**src/rtl/pst_pkg.sv**
```systemverilog
// Shared types and constants for the process slot table.
// Used by every module of the block but pst_ram; depends on nothing else.
`timescale 1ns / 1ps

package pst_pkg;

    localparam int SLOTS_DEFAULT = 32;
    localparam logic [31:0] FIRST_ID_RESET = 32'd5000;

    localparam int ID_W    = 32;
    localparam int SLOT_W  = 5;
    localparam int WORD_W  = 64;
    localparam int VEC_W   = 8;

    typedef enum logic [1:0] {
        OP_ALLOC = 2'd0,
        OP_EXIT  = 2'd1,
        OP_FAULT = 2'd2,
        OP_QUERY = 2'd3
    } t_op;

    typedef enum logic [1:0] {
        ST_OK     = 2'd0,
        ST_FULL   = 2'd1,
        ST_UNUSED = 2'd2
    } t_status;

    typedef enum logic [1:0] {
        RUN_EMPTY   = 2'd0,
        RUN_RUNNING = 2'd1,
        RUN_EXITED  = 2'd2,
        RUN_FAULTED = 2'd3
    } t_run;

    // Identity part of a slot, read on every step of the allocation scan.
    typedef struct packed {
        logic [ID_W-1:0] id;
        t_run            run;
    } t_rec_a;

    // Bulk part of a slot record.
    typedef struct packed {
        logic [WORD_W-1:0] ret_code;
        logic [WORD_W-1:0] entry;
        logic [WORD_W-1:0] root;
        logic [WORD_W-1:0] tick_start;
        logic [WORD_W-1:0] tick_end;
        logic [VEC_W-1:0]  vector;
        logic [WORD_W-1:0] fault_addr;
    } t_rec_b;

    // Controller to datapath commands.
    typedef struct packed {
        logic capture;
        logic scan_init;
        logic scan_run;
        logic alloc_commit;
        logic set_full;
        logic rd_issue;
        logic rmw;
        logic set_unused;
        logic out_load;
    } t_cmd;

    // Datapath to controller status.
    typedef struct packed {
        logic scan_done;
        logic pick_found;
        logic slot_ok;
        logic out_free;
    } t_stat;

endpackage

```
**src/rtl/pst_ctrl.sv**
```systemverilog
// Sequencing state machine for the process slot table.
// Uses pst_pkg for the command and status structs and the op codes.
`timescale 1ns / 1ps

module pst_ctrl
    import pst_pkg::*;
(
    input  logic       i_clk,
    input  logic       i_rst_n,
    input  logic       i_in_valid,
    input  logic [1:0] i_op,
    input  t_stat      i_stat,
    output t_cmd       o_cmd,
    output logic       o_in_stall
);

    typedef enum logic [2:0] {
        S_IDLE,
        S_SCAN,
        S_READ,
        S_MODIFY,
        S_REPORT
    } t_state;

    t_state r_state;
    t_state n_state;
    logic   accept;

    assign o_in_stall = (r_state != S_IDLE);
    assign accept     = i_in_valid && (r_state == S_IDLE);

    always_comb begin
        o_cmd   = '0;
        n_state = r_state;
        case (r_state)
            S_IDLE: begin
                if (accept) begin
                    o_cmd.capture = 1'b1;
                    if (t_op'(i_op) == OP_ALLOC) begin
                        o_cmd.scan_init = 1'b1;
                        n_state         = S_SCAN;
                    end else begin
                        n_state = S_READ;
                    end
                end
            end
            S_SCAN: begin
                o_cmd.scan_run = 1'b1;
                if (i_stat.scan_done) begin
                    if (i_stat.pick_found) begin
                        o_cmd.alloc_commit = 1'b1;
                    end else begin
                        o_cmd.set_full = 1'b1;
                    end
                    n_state = S_REPORT;
                end
            end
            S_READ: begin
                o_cmd.rd_issue = 1'b1;
                n_state        = S_MODIFY;
            end
            S_MODIFY: begin
                if (i_stat.slot_ok) begin
                    o_cmd.rmw = 1'b1;
                end else begin
                    o_cmd.set_unused = 1'b1;
                end
                n_state = S_REPORT;
            end
            S_REPORT: begin
                // hold the result until the output register frees up
                if (i_stat.out_free) begin
                    o_cmd.out_load = 1'b1;
                    n_state        = S_IDLE;
                end
            end
            default: begin
                n_state = S_IDLE;
            end
        endcase
    end

    always_ff @(posedge i_clk) begin
        if (!i_rst_n) begin
            r_state <= S_IDLE;
        end else begin
            r_state <= n_state;
        end
    end

endmodule

```
**config.mk**
```make
export PLATFORM = sky130hd
export DESIGN_NAME = pst_ctrl
export DESIGN_NICKNAME = d
export VERILOG_FILES = /design/src/rtl/pst_pkg.sv /design/src/rtl/pst_ctrl.sv
export SDC_FILE = /design/constraint.sdc
export NUM_CORES = 1
export LEC_CHECK = 0
export BUFFER_PORTS_ARGS = -buffer_cell sky130_fd_sc_hd__buf_4
export CAP_MARGIN = 40
export CORE_AREA = 4 4 41 43
export DETAILED_ROUTE_END_ITERATION = 6
export DIE_AREA = 0 0 45 47
export GPL_TIMING_DRIVEN = 0
export PLACE_DENSITY = 0.45
export SLEW_MARGIN = 20
export SYNTH_ARGS = -nofsm -noshare
export SYNTH_HDL_FRONTEND = slang
export SYNTH_SLANG_ARGS = --single-unit
```
**constraint.sdc**
```tcl
create_clock -name i_clk -period 3.5 [get_ports i_clk]
set_clock_uncertainty 0.2 [all_clocks]
set_input_delay 0.7 -clock i_clk [delete_from_list [all_inputs] [get_ports i_clk]]
set_output_delay 0.7 -clock i_clk [all_outputs]
set_load 0.005 [all_outputs]
```
=== Word-level counts from Yosys, hierarchy flattened ===
Index checks and enable logic that the tools add are counted.
Widths: inputs -> output; s select.

* Bits in registers: 3
* Bits in latches: 0
* RAM bits: 0
* ROM bits: 0
* Input port bits: 9
* Memories kept: 0

* Add/subtract/negate cells: 0
* Multipliers: 0
* Div/mod/pow operators: 0
* Order comparisons: 0
* Equality and inequality tests: 7
* Shift operators: 0
* Mux-type cells: 18
* Bitwise logic cells: 0
* Reductions and logical operators: 5

{| class="wikitable"
|+ Operators with widths
! cell !! count
|-
| $pmux 3 s5 || 1
|-
| $mux 3 || 4
|-
| $mux 2 || 5
|-
| $mux 1 || 8
|-
| $eq 3x2->1 const B || 2
|-
| $ne 2x2->1 const B || 3
|-
| $eq 3x1->1 const B || 1
|-
| $eq 3x3->1 const B || 1
|-
| $logic_not 3->1 || 1
|-
| $reduce_and 3->1 || 1
|-
| $reduce_bool 3->1 || 1
|-
| $logic_not 2->1 || 1
|-
| $logic_and 1x1->1 || 1
|}

=== Longest topological paths before layout ===
Gate-level depths: netlist of run 1.

* Depth after elaboration: 4
* Depth in mapped cells: 4
* Mapped depth without buffers: 3

=== Least setup slack after synthesis of run 1 ===
No wires, ideal clock.

* Path type: input-to-output
* Start point: in i_in_valid
* End point: out o_cmd[7] (netlist name)
* Arrival: 1.111 ns
* Required time: 2.600 ns
* Setup slack: 1.489 ns
* Stages on the path: 2
* Buffers on the path: 0
* Cells stage by stage: nor4b_2 nor2b_1

{| class="wikitable"
|+ RTL lines
! element !! line !! RTL
|-
| start: declaration || pst_ctrl.sv:10 || <nowiki>input logic i_in_valid,</nowiki>
|-
| end: declaration || pst_ctrl.sv:13 || <nowiki>output t_cmd o_cmd,</nowiki>
|}

==> Implementation_results.wiki, run 1 <==
{| class="wikitable"
! Metric !! Value
|-
| Outcome || complete, no violations
|-
| Least-Margin Pin Slew || 284 ps
|-
| Signed area change from the synthesized netlist to the final layout || 68.6%
|-
| DP HPWL || 527 µm
|-
| Fraction of post-synthesis cell area in the top cell type by area || 22.9%
|-
| Wire length per cell || 9.84 µm
|-
| Setup fix buffers added after clock tree synthesis || 0
|-
| RSZ-0062 raised after global routing || false
|-
| Final wirelength || 659 µm
|-
| Post-route clock period utilization || 62.7%
|-
| Post-Syn Instances || 30
|-
| Leading post-synthesis cells by cell area || sky130_fd_sc_hd__dfxtp_1, sky130_fd_sc_hd__nor4b_2, sky130_fd_sc_hd__buf_6, sky130_fd_sc_hd__and3_1, sky130_fd_sc_hd__mux2_4
|-
| Die ar. || 0.00212 mm²
|-
| GP Congestion || 0.724
|-
| Final setup violating endpoints || 0
|-
| Number of max-slew violations in the final report || 0
|-
| Die Wd || 45 µm
|-
| Hold Crit Depth || 2
|-
| Max cap viols || 0
|-
| Top-level port count || 19
|-
| Peak fanout along the critical path || 3
|-
| Asr flop ratio synth || 0%
|-
| Total via count after detailed routing || 285
|-
| Number of flops mapped to enable cells by yosys || 0
|-
| GRT Util Overall || 7.96%
|-
| Die extent in y || 47 µm
|-
| Cells traversed along the worst timing path || buf_4 -> or2_1 -> nor2b_1 -> buf_4
|-
| Synth Warn # || 0
|-
| Highest Clock Rate || 0.456 GHz
|-
| Mean Syn Cell Area || 8.76 µm²
|-
| Post-cts hold buffer count || 0
|-
| Number of antenna violations at the first check in global routing || 0
|-
| Crit path capture type || output port
|-
| Clock buffer depth || 2
|-
| Core ar. || 0.00130 mm²
|-
| Netlist Area Pre-Place || 263 µm²
|-
| CTS HTree Levels || 1
|-
| Most area-hungry cell type in the Yosys netlist || sky130_fd_sc_hd__dfxtp_1
|-
| Share of total power in the clock network || 36.1%
|-
| Standard cell with the maximum stage delay on the critical path || sky130_fd_sc_hd__or2_1
|-
| Endpoint required time on the critical path || 2600 ps
|-
| Total internal power || 118 µW
|-
| Cts repair resizes || 0
|-
| Net Sw Frac || 28.1%
|-
| Clk slew on worst S/H paths || 40 ps
|-
| Worst Path Arrival || 1290 ps
|-
| Worst slew slack as a fraction of its limit || 81.0%
|-
| DRC errors left || 0
|-
| Number of design-rule violations left by the first detailed-router iteration || 3
|-
| TritonCTS clock tree || yes
|-
| Maximum number of pins on one net before global-route repair || 11
|-
| Post-synthesis register bit count || 3
|-
| Crit Path Class || input pin to output port
|-
| Share of the core filled with cells in the final layout || 34.0%
|-
| Register ranked first by flip-flop count || r_state
|-
| Net Sw Power || 46.2 µW
|-
| Count of final hold-check violations || 0
|-
| Antenna Cells || 0
|-
| Total clock buffers created by CTS || 3
|-
| Distinct cell type count of the synthesized netlist || 19
|-
| Registers with the most flip-flops || r_state: 3 flops
|-
| Fraction of power consumed by sequential logic || 26.4%
|-
| Hold endpoint || r_state[1]$_SDFFE_PN0P_
|-
| Effective utilization at floorplan || 20.2%
|-
| Detailed-route vias per instance || 4.25
|-
| Tmin final || 2190 ps
|-
| Master cell of the clock root buffer || sky130_fd_sc_hd__clkbuf_4
|-
| Register area share after synthesis || 22.9%
|-
| Global-route congestion overflow total || 0
|-
| Fraction of layout instances using a drive strength above 1 || 53.8%
|-
| Setup TNS || 0 ps
|-
| Port Buffer Count || 18
|-
| Worst R2R Path Depth || 4
|-
| Crit Reg-Reg Endpoint || r_state[1]$_SDFFE_PN0P_
|-
| Leak || 0.214 nW
|-
| Reg-to-Reg Start || r_state[2]$_SDFFE_PN0P_
|-
| Number of nets in the layout || 62
|-
| Largest stage delay on the critical path || 260 ps
|-
| Synth Net Count || 39
|-
| Most numerous cell types in the synthesized netlist || sky130_fd_sc_hd__and3_1, sky130_fd_sc_hd__dfxtp_1, sky130_fd_sc_hd__nor2_1
|-
| Number of cells in the design after placement || 63
|-
| Critical path launch point || i_op[1]
|-
| Setup slack on the worst flop-to-flop path || 2200 ps
|-
| Power per Cell Area || 372 mW/mm²
|-
| Vias in the first global route || 283
|-
| Crit path launch type || input pin
|-
| Worst skew pair latency || 230 ps
|-
| Class of the tightest hold or removal check || register to register
|-
| Most instantiated flip-flop cell in the synthesis netlist || sky130_fd_sc_hd__dfxtp_1
|-
| CTS Sinks || 3
|-
| Share of power burned in combinational logic || 37.4%
|-
| Largest register FFs || 3
|-
| Placement Rows || 13
|-
| Final antenna-violating net count || 0
|-
| Maximum VDD drop || 0.111 mV
|-
| Worst hold start || r_state[2]$_SDFFE_PN0P_
|-
| Number of iterations in the first detailed-routing pass || 4
|-
| First-pass GRT wire length || 1150 µm
|-
| Number of cells in the finished layout apart from fillers || 67
|-
| Cell repeated most along the worst path || sky130_fd_sc_hd__buf_4
|}
[cell type report]
class	instances	area [µm²]
Timing Repair Buffer	18	135
Multi-Input combinational cell	25	180
Tap cell	15	18.8
Buffer	2	22.5
Clock buffer	4	26.3
Fill cell	153	858
Sequential cell	3	60.1
[per-layer routing]
metal  vias to the layer above  share of wire (%)  GRT usage [%]
li1                        150                  -              -
met1                       116                 44           9.71
met2                        15                 44           10.5
met3                         4                8.6           2.30
met4                         0                3.6           8.77
met5                         -                  0              0
[cell families (layout without fill, tap and decap cells)]
family | after synthesis | count (layout) | synth area share (%)
simple gates | 19 | 19 | 51.0
compound gates | 5 | 5 | 11.9
flops | 3 | 3 | 22.9
buf+inv | 2 | 24 | 8.57
mux | 1 | 1 | 5.71
[cells in the final DEF (no fill, tap or decap)]
master                     count
sky130_fd_sc_hd__clkbuf_4      3
sky130_fd_sc_hd__nor4b_2       2
sky130_fd_sc_hd__nand3b_1      2
sky130_fd_sc_hd__nor2b_1       2
sky130_fd_sc_hd__clkbuf_1      1
sky130_fd_sc_hd__a21boi_1      1
sky130_fd_sc_hd__a21oi_2       1
sky130_fd_sc_hd__and3_1        3
sky130_fd_sc_hd__nor2_1        3
sky130_fd_sc_hd__mux2_4        1
sky130_fd_sc_hd__nand2b_1      1
sky130_fd_sc_hd__nand2_1       2
sky130_fd_sc_hd__or2_1         1
sky130_fd_sc_hd__o21ai_0       1
sky130_fd_sc_hd__a21oi_1       1
sky130_fd_sc_hd__o21ai_1       1
sky130_fd_sc_hd__nor3b_2       1
sky130_fd_sc_hd__buf_6         2
sky130_fd_sc_hd__dfxtp_1       3
sky130_fd_sc_hd__nor3b_1       1
sky130_fd_sc_hd__buf_4        18
sky130_fd_sc_hd__or3_1         1
[critical path, delay by kind of cell]
| family | cells | cell delay, ps |
|---|---|---|
| AND/OR/NAND/NOR | 2 | 380 |
| buffers and inverters | 2 | 220 |
[how the worst max path moves through the flow]
stage / cells past startpoint / end
floorplan: 2 / o_cmd[7]
global placement: 4 / o_cmd[7]
detailed placement: 4 / o_cmd[7]
CTS: 4 / o_cmd[7]
global route: 4 / o_cmd[4]
finish: 4 / o_cmd[7]
[stage by stage]
| step | cell area [µm²] | worst slack [ps] | total power, mW | hold slack (ps) |
|---|---|---|---|---|
| 2_1_floorplan | 263 | 1490 | 0.0777 | 328 |
| 3_3_place_gp | 417 | 1310 | 0.108 | 356 |
| 3_5_place_dp | 417 | 1300 | 0.107 | 360 |
| 4_1_cts | 443 | 1300 | 0.170 | 372 |
| 5_1_grt | 443 | 1220 | 0.182 | 392 |
| 6_report | 443 | 1310 | 0.165 | 366 |
[power by group through the flow]
| stage | clock (mW) | combinational, mW | sequential [mW] |
|---|---|---|---|
| after detailed placement | 0 | 0.0630 | 0.0440 |
| after global routing | 0.0688 | 0.0693 | 0.0444 |
| after global placement | 0 | 0.0638 | 0.0441 |
| after floorplan | 0 | 0.0351 | 0.0426 |
| final | 0.0595 | 0.0616 | 0.0435 |
| after CTS | 0.0626 | 0.0634 | 0.0437 |
No activity file was read; power rests on OpenSTA's default activity.
==> run 2: changes to the inputs <==
--- a/config.mk
+++ b/config.mk
@@ -5,13 +5,14 @@
 export SDC_FILE = /design/constraint.sdc
 export NUM_CORES = 1
 export LEC_CHECK = 0
+export ABC_AREA = 1
 export BUFFER_PORTS_ARGS = -buffer_cell sky130_fd_sc_hd__buf_4
 export CAP_MARGIN = 40
 export CORE_AREA = 4 4 41 43
 export DETAILED_ROUTE_END_ITERATION = 6
 export DIE_AREA = 0 0 45 47
 export GPL_TIMING_DRIVEN = 0
-export PLACE_DENSITY = 0.45
+export PLACE_DENSITY = 0.48
 export SLEW_MARGIN = 20
 export SYNTH_ARGS = -nofsm -noshare
 export SYNTH_HDL_FRONTEND = slang
==> constraint.sdc (replaced) <==
create_clock -name i_clk -period 1.99 [get_ports i_clk]
set_clock_uncertainty 0.2 [all_clocks]
set_input_delay 0.398 -clock i_clk [delete_from_list [all_inputs] [get_ports i_clk]]
set_output_delay 0.398 -clock i_clk [all_outputs]
set_load 0.005 [all_outputs]
==> run 2 against run 1 <==
Effect of this change:
- die area is the same
- via count is 26% higher
- worst hold slack worse by 140 ps
- global-route usage is 0.86 points lower
- critical path type is now register to output port
- largest cell class unchanged
- largest power group unchanged
==> Implementation_results.wiki, run 2 <==
{| class="wikitable"
! Metric !! Value
|-
| Most numerous cell types in the synthesized netlist || sky130_fd_sc_hd__inv_1, sky130_fd_sc_hd__nor2_1, sky130_fd_sc_hd__nand2_1, sky130_fd_sc_hd__nand3_1
|-
| Pre-CTS setup slack || 417 ps (-881 ps)
|-
| Outcome || complete, no violations
|-
| Post-DP Area || 439 µm² (+5.4%)
|-
| Most frequent cells in the layout || sky130_fd_sc_hd__buf_4, sky130_fd_sc_hd__inv_1, sky130_fd_sc_hd__nor2_1
|-
| DRC errors left || 0 (unchanged)
|-
| GRT Util Overall || 7.10% (-0.86 points)
|-
| Crit Reg-Reg Endpoint || r_state[1]$_SDFFE_PN0P_
|-
| Worst Path Arrival || 1210 ps (-80 ps)
|-
| Cts repair resizes || 0 (unchanged)
|-
| Worst slew slack as a fraction of its limit || 83.6% (+2.5 points)
|-
| Share of the core filled with cells in the final layout || 35.8% (+1.7 points)
|-
| First-pass GRT wire length || 1050 µm (-8.5%)
|-
| Maximum number of pins on one net before global-route repair || 6 (-5)
|-
| Synth Warn # || 0 (unchanged)
|-
| Crit path launch type || register
|-
| Maximum VDD drop || 0.611 mV (+450%)
|-
| Final antenna-violating net count || 0 (unchanged)
|-
| Vias in the first global route || 292 (+3.2%)
|-
| Register ranked first by flip-flop count || r_state
|-
| Critical path launch point || r_state[0]$_SDFFE_PN0P_
|-
| Fraction of layout instances using a drive strength above 1 || 50.8% (-3.1 points)
|-
| Post-cts hold buffer count || 0 (unchanged)
|-
| Clk slew on worst S/H paths || 40 ps (about the same)
|-
| Worst Setup Slack, final || 183 ps (-1120 ps)
|-
| Distinct cell type count of the synthesized netlist || 16 (-3)
|-
| CTS Sinks || 3 (unchanged)
|-
| Least-Margin Pin Slew || 244 ps (-40.0 ps)
|-
| Global-route congestion overflow total || 0 (unchanged)
|-
| Effective utilization at floorplan || 21.9% (+1.7 points)
|-
| Port Buffer Count || 18 (unchanged)
|-
| Number of flops mapped to enable cells by yosys || 0 (unchanged)
|-
| Count of final hold-check violations || 0 (unchanged)
|-
| GP Congestion || 0.734 (+1.4%)
|-
| Crit path capture type || output port
|-
| Wire length per cell || 9.09 µm (-7.6%)
|-
| Setup fix buffers added after clock tree synthesis || 0 (unchanged)
|-
| Number of design-rule violations left by the first detailed-router iteration || 4 (+1)
|-
| Total via count after detailed routing || 359 (+26%)
|-
| DP HPWL || 616 µm (+17%)
|-
| Worst R2R Path Depth || 5 (+1)
|-
| Highest Clock Rate || 0.554 GHz
|-
| Clock buffer depth || 2 (unchanged)
|-
| Register area share after synthesis || 21.1% (-1.8 points)
|-
| Tightest hold margin || 229 ps (-137 ps)
|-
| Design Area, Final || 465 µm² (+5.1%)
|-
| Endpoint required time on the critical path || 1390 ps (-1210 ps)
|-
| Setup TNS || 0 ps (unchanged)
|-
| Die extent in y || 47 µm (unchanged)
|-
| Antenna Cells || 0 (unchanged)
|-
| Post-Syn Instances || 43 (+43%)
|-
| Die Wd || 45 µm (unchanged)
|-
| Leading post-synthesis cells by cell area || sky130_fd_sc_hd__dfxtp_1, sky130_fd_sc_hd__nand3_2, sky130_fd_sc_hd__inv_1, sky130_fd_sc_hd__nor2_1, sky130_fd_sc_hd__nor2_4
|-
| Number of antenna violations at the first check in global routing || 0 (unchanged)
|-
| Signed area change from the synthesized netlist to the final layout || 63.2%
|-
| Reg-to-Reg Start || r_state[2]$_SDFFE_PN0P_
|-
| Top-count cell post-synth || sky130_fd_sc_hd__inv_1
|-
| Master cell of the clock root buffer || sky130_fd_sc_hd__clkbuf_4
|-
| Max cap viols || 0 (unchanged)
|-
| Detailed-route vias per instance || 4.49 (+5.5%)
|-
| Most instantiated flip-flop cell in the synthesis netlist || sky130_fd_sc_hd__dfxtp_1
|-
| Mean Syn Cell Area || 6.63 µm² (-24%)
|-
| Most area-hungry cell type in the Yosys netlist || sky130_fd_sc_hd__dfxtp_1
|-
| Worst skew pair latency || 240 ps (about the same)
|-
| Largest register FFs || 3 (unchanged)
|-
| Critical Path End || o_cmd[4]
|-
| Number of nets in the layout || 75 (+21%)
|-
| Total clock buffers created by CTS || 3 (unchanged)
|-
| Post-route clock period utilization || 90.8%
|-
| CTS HTree Levels || 1 (unchanged)
|-
| Number of max-slew violations in the final report || 0 (unchanged)
|-
| Core ar. || 0.00130 mm² (unchanged)
|-
| Peak fanout along the critical path || 4 (+1)
|-
| Final setup violating endpoints || 0 (unchanged)
|-
| Number of iterations in the first detailed-routing pass || 4 (unchanged)
|-
| Placement Rows || 13 (unchanged)
|-
| Setup slack on the worst flop-to-flop path || 760 ps (-1440 ps)
|-
| Post-synthesis register bit count || 3 (unchanged)
|-
| Die ar. || 0.00212 mm² (unchanged)
|-
| Registers with the most flip-flops || r_state: 3 flops
|-
| Final wirelength || 727 µm (+10%)
|-
| Crit Path Class || register to output port
|-
| RSZ-0062 raised after global routing || false
|-
| Number of filler cells placed in the layout || 148 (-3.3%)
|-
| TritonCTS clock tree || yes
|-
| Tmin final || 1810 ps
|-
| Power per Cell Area || 1350 mW/mm² (+260%)
|-
| Fraction of post-synthesis cell area in the top cell type by area || 21.1% (-1.8 points)
|-
| Netlist Area Pre-Place || 285 µm² (+8.6%)
|-
| Asr flop ratio synth || 0% (unchanged)
|-
| Synth Net Count || 52 (+33%)
|-
| Top-level port count || 19 (unchanged)
|-
| Class of the tightest hold or removal check || input pin to register
|-
| Leak || 0.255 nW (+19%)
|-
| Most common library cell in the layout ignoring fill and taps || sky130_fd_sc_hd__buf_4
|}
run 2: cell families (layout without fill, tap and decap cells):
logic type / count (synthesis) / after routing / share of synthesized area [%]
buf+inv: 10 / 32 / 13.2
compound gates: 1 / 1 / 1.75
simple gates: 29 / 29 / 64.0
flops: 3 / 3 / 21.1
run 2: cell type report:
cell class              count  area, µm²  share of cell area [%]
flip-flops and latches      3       60.1                    12.9
inverters                  10       37.5                    8.06
repair buffers             18        135                    29.0
multi-input cells          30        188                    40.3
well taps                  15       18.8                    4.03
clock buffers               4       26.3                    5.65
run 2: power by group:
group          total, mW  switching (mW)  internal, mW
Sequential         0.132          0.0443        0.0880
Clock              0.110          0.0349        0.0754
Combinational      0.387           0.212         0.175
Total              0.630           0.291         0.339
run 2: critical path, stage by stage, from the launching register on:
cell and delay, ps:
sky130_fd_sc_hd__dfxtp_1 400, sky130_fd_sc_hd__inv_2 80, sky130_fd_sc_hd__nor2_4 110, sky130_fd_sc_hd__nand2_1 90, sky130_fd_sc_hd__nor3_1 140, sky130_fd_sc_hd__buf_4 130
run 2: worst min path at each step:
| stage | from | slack, ps | end | cells after the start |
|---|---|---|---|---|
| 5_1_grt | i_rst_n | 240 | r_state[0]$_SDFFE_PN0P_ | 3 |
| 4_1_cts | i_rst_n | 230 | r_state[0]$_SDFFE_PN0P_ | 3 |
| 6_report | i_rst_n | 230 | r_state[0]$_SDFFE_PN0P_ | 3 |
| 3_3_place_gp | r_state[2]$_SDFFE_PN0P_ | 470 | r_state[2]$_SDFFE_PN0P_ | 3 |
| 3_5_place_dp | r_state[2]$_SDFFE_PN0P_ | 480 | r_state[2]$_SDFFE_PN0P_ | 3 |
| 2_1_floorplan | i_rst_n | 340 | r_state[0]$_SDFFE_PN0P_ | 2 |
run 2: stage by stage:
step,cells,power (mW)
floorplan,43,0.388
global placement,76,0.528
detailed placement,76,0.528
CTS,80,0.643
global route,80,0.691
finish,80,0.630
run 2: routing by layer:
metal,wire length [µm],vias up,GRT usage (%),part of all wire (%)
li1,-,184,-,-
met1,252,159,6.11,35
met2,389,13,12.4,54
met3,60,3,1.53,8.3
met4,25,0,8.77,3.4
met5,0,-,0,0
==> run 3: changes to the inputs <==
--- a/config.mk
+++ b/config.mk
@@ -8,11 +8,13 @@
 export ABC_AREA = 1
 export BUFFER_PORTS_ARGS = -buffer_cell sky130_fd_sc_hd__buf_4
 export CAP_MARGIN = 40
-export CORE_AREA = 4 4 41 43
+export CELL_PAD_IN_SITES_DETAIL_PLACEMENT = 1
+export CELL_PAD_IN_SITES_GLOBAL_PLACEMENT = 1
+export CORE_MARGIN = 4
+export CORE_UTILIZATION = 21
 export DETAILED_ROUTE_END_ITERATION = 6
-export DIE_AREA = 0 0 45 47
 export GPL_TIMING_DRIVEN = 0
-export PLACE_DENSITY = 0.48
+export PLACE_DENSITY = 0.67
 export SLEW_MARGIN = 20
 export SYNTH_ARGS = -nofsm -noshare
 export SYNTH_HDL_FRONTEND = slang
==> run 3 against run 2 <==
Effect of this change:
- routed wire length grew 5.9%
- critical path type unchanged
- non-clock buffer count is the same
- sequential share of layout area is the same
- maximum frequency shrank 0.34%
- sequential cell count is the same
- utilization grew 0.45 points
- worst setup slack lost 6.2 ps
- global-route usage grew 1.5 points
- count of clock-buffer cells in the layout is the same
- clock power is essentially flat
- combinational power grew 1%
- sequential power is essentially flat
==> Implementation_results.wiki, run 3 (same netlist as run 2, synthesis figures left out) <==
{| class="wikitable"
! Metric !! Value
|-
| Core ar. || 0.00128 mm² (-1.3%)
|-
| Tmin final || 1810 ps (+6.16 ps)
|-
| Number of cells in the finished layout apart from fillers || 80 (unchanged)
|-
| Class of the tightest hold or removal check || input pin to register
|-
| Port Buffer Count || 18 (unchanged)
|-
| Highest Clock Rate || 0.552 GHz (-0.34%)
|-
| Net Sw Power || 292 µW (+0.32%)
|-
| Antenna Cells || 0 (unchanged)
|-
| Number of antenna violations at the first check in global routing || 0 (unchanged)
|-
| Crit path launch type || register
|-
| DRC errors left || 0 (unchanged)
|-
| Die Wd || 44.9 µm (-0.32%)
|-
| Most common library cell in the layout ignoring fill and taps || sky130_fd_sc_hd__buf_4
|-
| CTS Sinks || 3 (unchanged)
|-
| Maximum VDD drop || 0.498 mV (-19%)
|-
| Leak || 0.255 nW (unchanged)
|-
| Wire length per cell || 9.63 µm (+5.9%)
|-
| Net Sw Frac || 46.3% (+0.091 points)
|-
| Global-route congestion overflow total || 0 (unchanged)
|-
| Crit Reg-Reg Endpoint || r_state[0]$_SDFFE_PN0P_
|-
| Crit Path Class || register to output port
|-
| Worst skew pair latency || 230 ps (about the same)
|-
| Final setup violating endpoints || 0 (unchanged)
|-
| Fraction of layout instances using a drive strength above 1 || 50.8% (unchanged)
|-
| Post-cts hold buffer count || 0 (unchanged)
|-
| Share of total power in the clock network || 16.9% (-0.6 points)
|-
| Worst Path Arrival || 1210 ps (about the same)
|-
| Endpoint required time on the critical path || 1390 ps (about the same)
|-
| Signed area change from the synthesized netlist to the final layout || 63.2% (unchanged)
|-
| Die ar. || 0.00201 mm² (-4.9%)
|-
| Fraction of power consumed by sequential logic || 20.9% (about the same)
|-
| Number of nets in the layout || 75 (unchanged)
|-
| Number of cells in the design after placement || 76 (unchanged)
|-
| GRT Util Overall || 8.59% (+1.5 points)
|-
| Total power of the final layout || 631 µW (+0.12%)
|-
| Number of iterations in the first detailed-routing pass || 1 (-3)
|-
| Cells traversed along the worst timing path || inv_2 -> nor2_4 -> nand2_1 -> nor3_1 -> buf_4
|-
| Setup fix buffers added after clock tree synthesis || 0 (unchanged)
|-
| Most frequent cells in the layout || sky130_fd_sc_hd__buf_4, sky130_fd_sc_hd__inv_1, sky130_fd_sc_hd__nor2_1
|-
| Number of filler cells placed in the layout || 172 (+16%)
|-
| Outcome || complete, no violations
|-
| Number of max-slew violations in the final report || 0 (unchanged)
|-
| Critical path launch point || r_state[0]$_SDFFE_PN0P_
|-
| Max cap viols || 0 (unchanged)
|-
| Clk slew on worst S/H paths || 40 ps (about the same)
|-
| Clock buffer depth || 2 (unchanged)
|-
| First-pass GRT wire length || 1300 µm (+24%)
|-
| Design Area, Final || 465 µm² (unchanged)
|-
| Pre-CTS setup slack || 402 ps (-14.8 ps)
|-
| Critical Path End || o_cmd[4]
|-
| Total clock buffers created by CTS || 3 (unchanged)
|-
| CTS HTree Levels || 1 (unchanged)
|-
| Least-Margin Pin Slew || 262 ps (+17.6 ps)
|-
| Final wirelength || 770 µm (+5.9%)
|-
| Total via count after detailed routing || 338 (-5.8%)
|-
| Peak fanout along the critical path || 4 (unchanged)
|-
| Largest register FFs || 3 (unchanged)
|-
| Worst Setup Slack, final || 177 ps (-6.16 ps)
|-
| Number of design-rule violations left by the first detailed-router iteration || 0 (-4)
|-
| Power per Cell Area || 1350 mW/mm² (+0.12%)
|-
| Standard cell with the maximum stage delay on the critical path || sky130_fd_sc_hd__dfxtp_1
|-
| Setup TNS || 0 ps (unchanged)
|-
| Placement Rows || 13 (unchanged)
|-
| TritonCTS clock tree || yes
|-
| Cts repair resizes || 0 (unchanged)
|-
| Reg-to-Reg Start || r_state[2]$_SDFFE_PN0P_
|-
| Vias in the first global route || 341 (+17%)
|-
| Register ranked first by flip-flop count || r_state
|-
| DP HPWL || 666 µm (+8.2%)
|-
| RSZ-0062 raised after global routing || false
|-
| Tightest hold margin || 242 ps (+13.5 ps)
|-
| Top-level port count || 19 (unchanged)
|-
| GP Congestion || 0.770 (+5.0%)
|-
| Worst slew slack as a fraction of its limit || 82.4% (-1.2 points)
|-
| Crit path capture type || output port
|-
| Detailed-route vias per instance || 4.23 (-5.8%)
|-
| Share of the core filled with cells in the final layout || 36.2% (+0.45 points)
|-
| Share of power burned in combinational logic || 62.2% (+0.7 points)
|-
| Total internal power || 339 µW (about the same)
|-
| Registers with the most flip-flops || r_state: 3 flops
|-
| Final antenna-violating net count || 0 (unchanged)
|-
| Die extent in y || 44.9 µm (-4.6%)
|-
| Maximum number of pins on one net before global-route repair || 6 (unchanged)
|-
| Master cell of the clock root buffer || sky130_fd_sc_hd__clkbuf_4
|-
| Post-route clock period utilization || 91.1% (+0.31 points)
|-
| Worst R2R Path Depth || 5 (unchanged)
|-
| Largest stage delay on the critical path || 410 ps (about the same)
|-
| Setup slack on the worst flop-to-flop path || 740 ps (-20 ps)
|-
| Effective utilization at floorplan || 22.2% (+0.28 points)
|-
| Post-DP Area || 439 µm² (unchanged)
|-
| Count of final hold-check violations || 0 (unchanged)
|}
run 3: cell counts in the layout (fill, tap and decap cells not counted):
No cell type changed its count.
run 3: worst min path at each step:
stage               slack (ps)  cells past startpoint                     from                       to
floorplan                  340                      2                  i_rst_n  r_state[0]$_SDFFE_PN0P_
CTS                        240                      3                  i_rst_n  r_state[0]$_SDFFE_PN0P_
finish                     240                      3                  i_rst_n  r_state[0]$_SDFFE_PN0P_
global placement           480                      3  r_state[2]$_SDFFE_PN0P_  r_state[2]$_SDFFE_PN0P_
detailed placement         480                      3                  i_rst_n  r_state[0]$_SDFFE_PN0P_
global route               260                      3                  i_rst_n  r_state[2]$_SDFFE_PN0P_
run 3: power groups by stage:
stage               clock network [mW]  logic (mW)  registers, mW
finish                           0.107       0.392          0.132
global route                     0.116       0.444          0.139
CTS                              0.111       0.402          0.133
detailed placement                   0       0.400          0.134
global placement                     0       0.393          0.133
floorplan                            0       0.262          0.126
run 3: worst max-delay path, delay by kind of cell (launching register included):
family,cells,cell delay [ps]
buffers and inverters,2,230
flip-flops,1,410
AND/OR/NAND/NOR,3,350
run 3: cell type report:
class | instances | area [µm²] | area share [%]
multi-input cells | 30 | 188 | 40.3
repair buffers | 18 | 135 | 29.0
flip-flops and latches | 3 | 60.1 | 12.9
inverters | 10 | 37.5 | 8.06
clock buffers | 4 | 26.3 | 5.65
well taps | 15 | 18.8 | 4.03
run 3: per-layer routing:
metal / vias up / GRT usage, % / share of wire (%)
met1: 141 / 9.83 / 39
met3: 2 / 1.59 / 11
met2: 14 / 13.8 / 49
li1: 181 / - / -
met4: 0 / 7.02 / 1.6
met5: - / 0 / 0
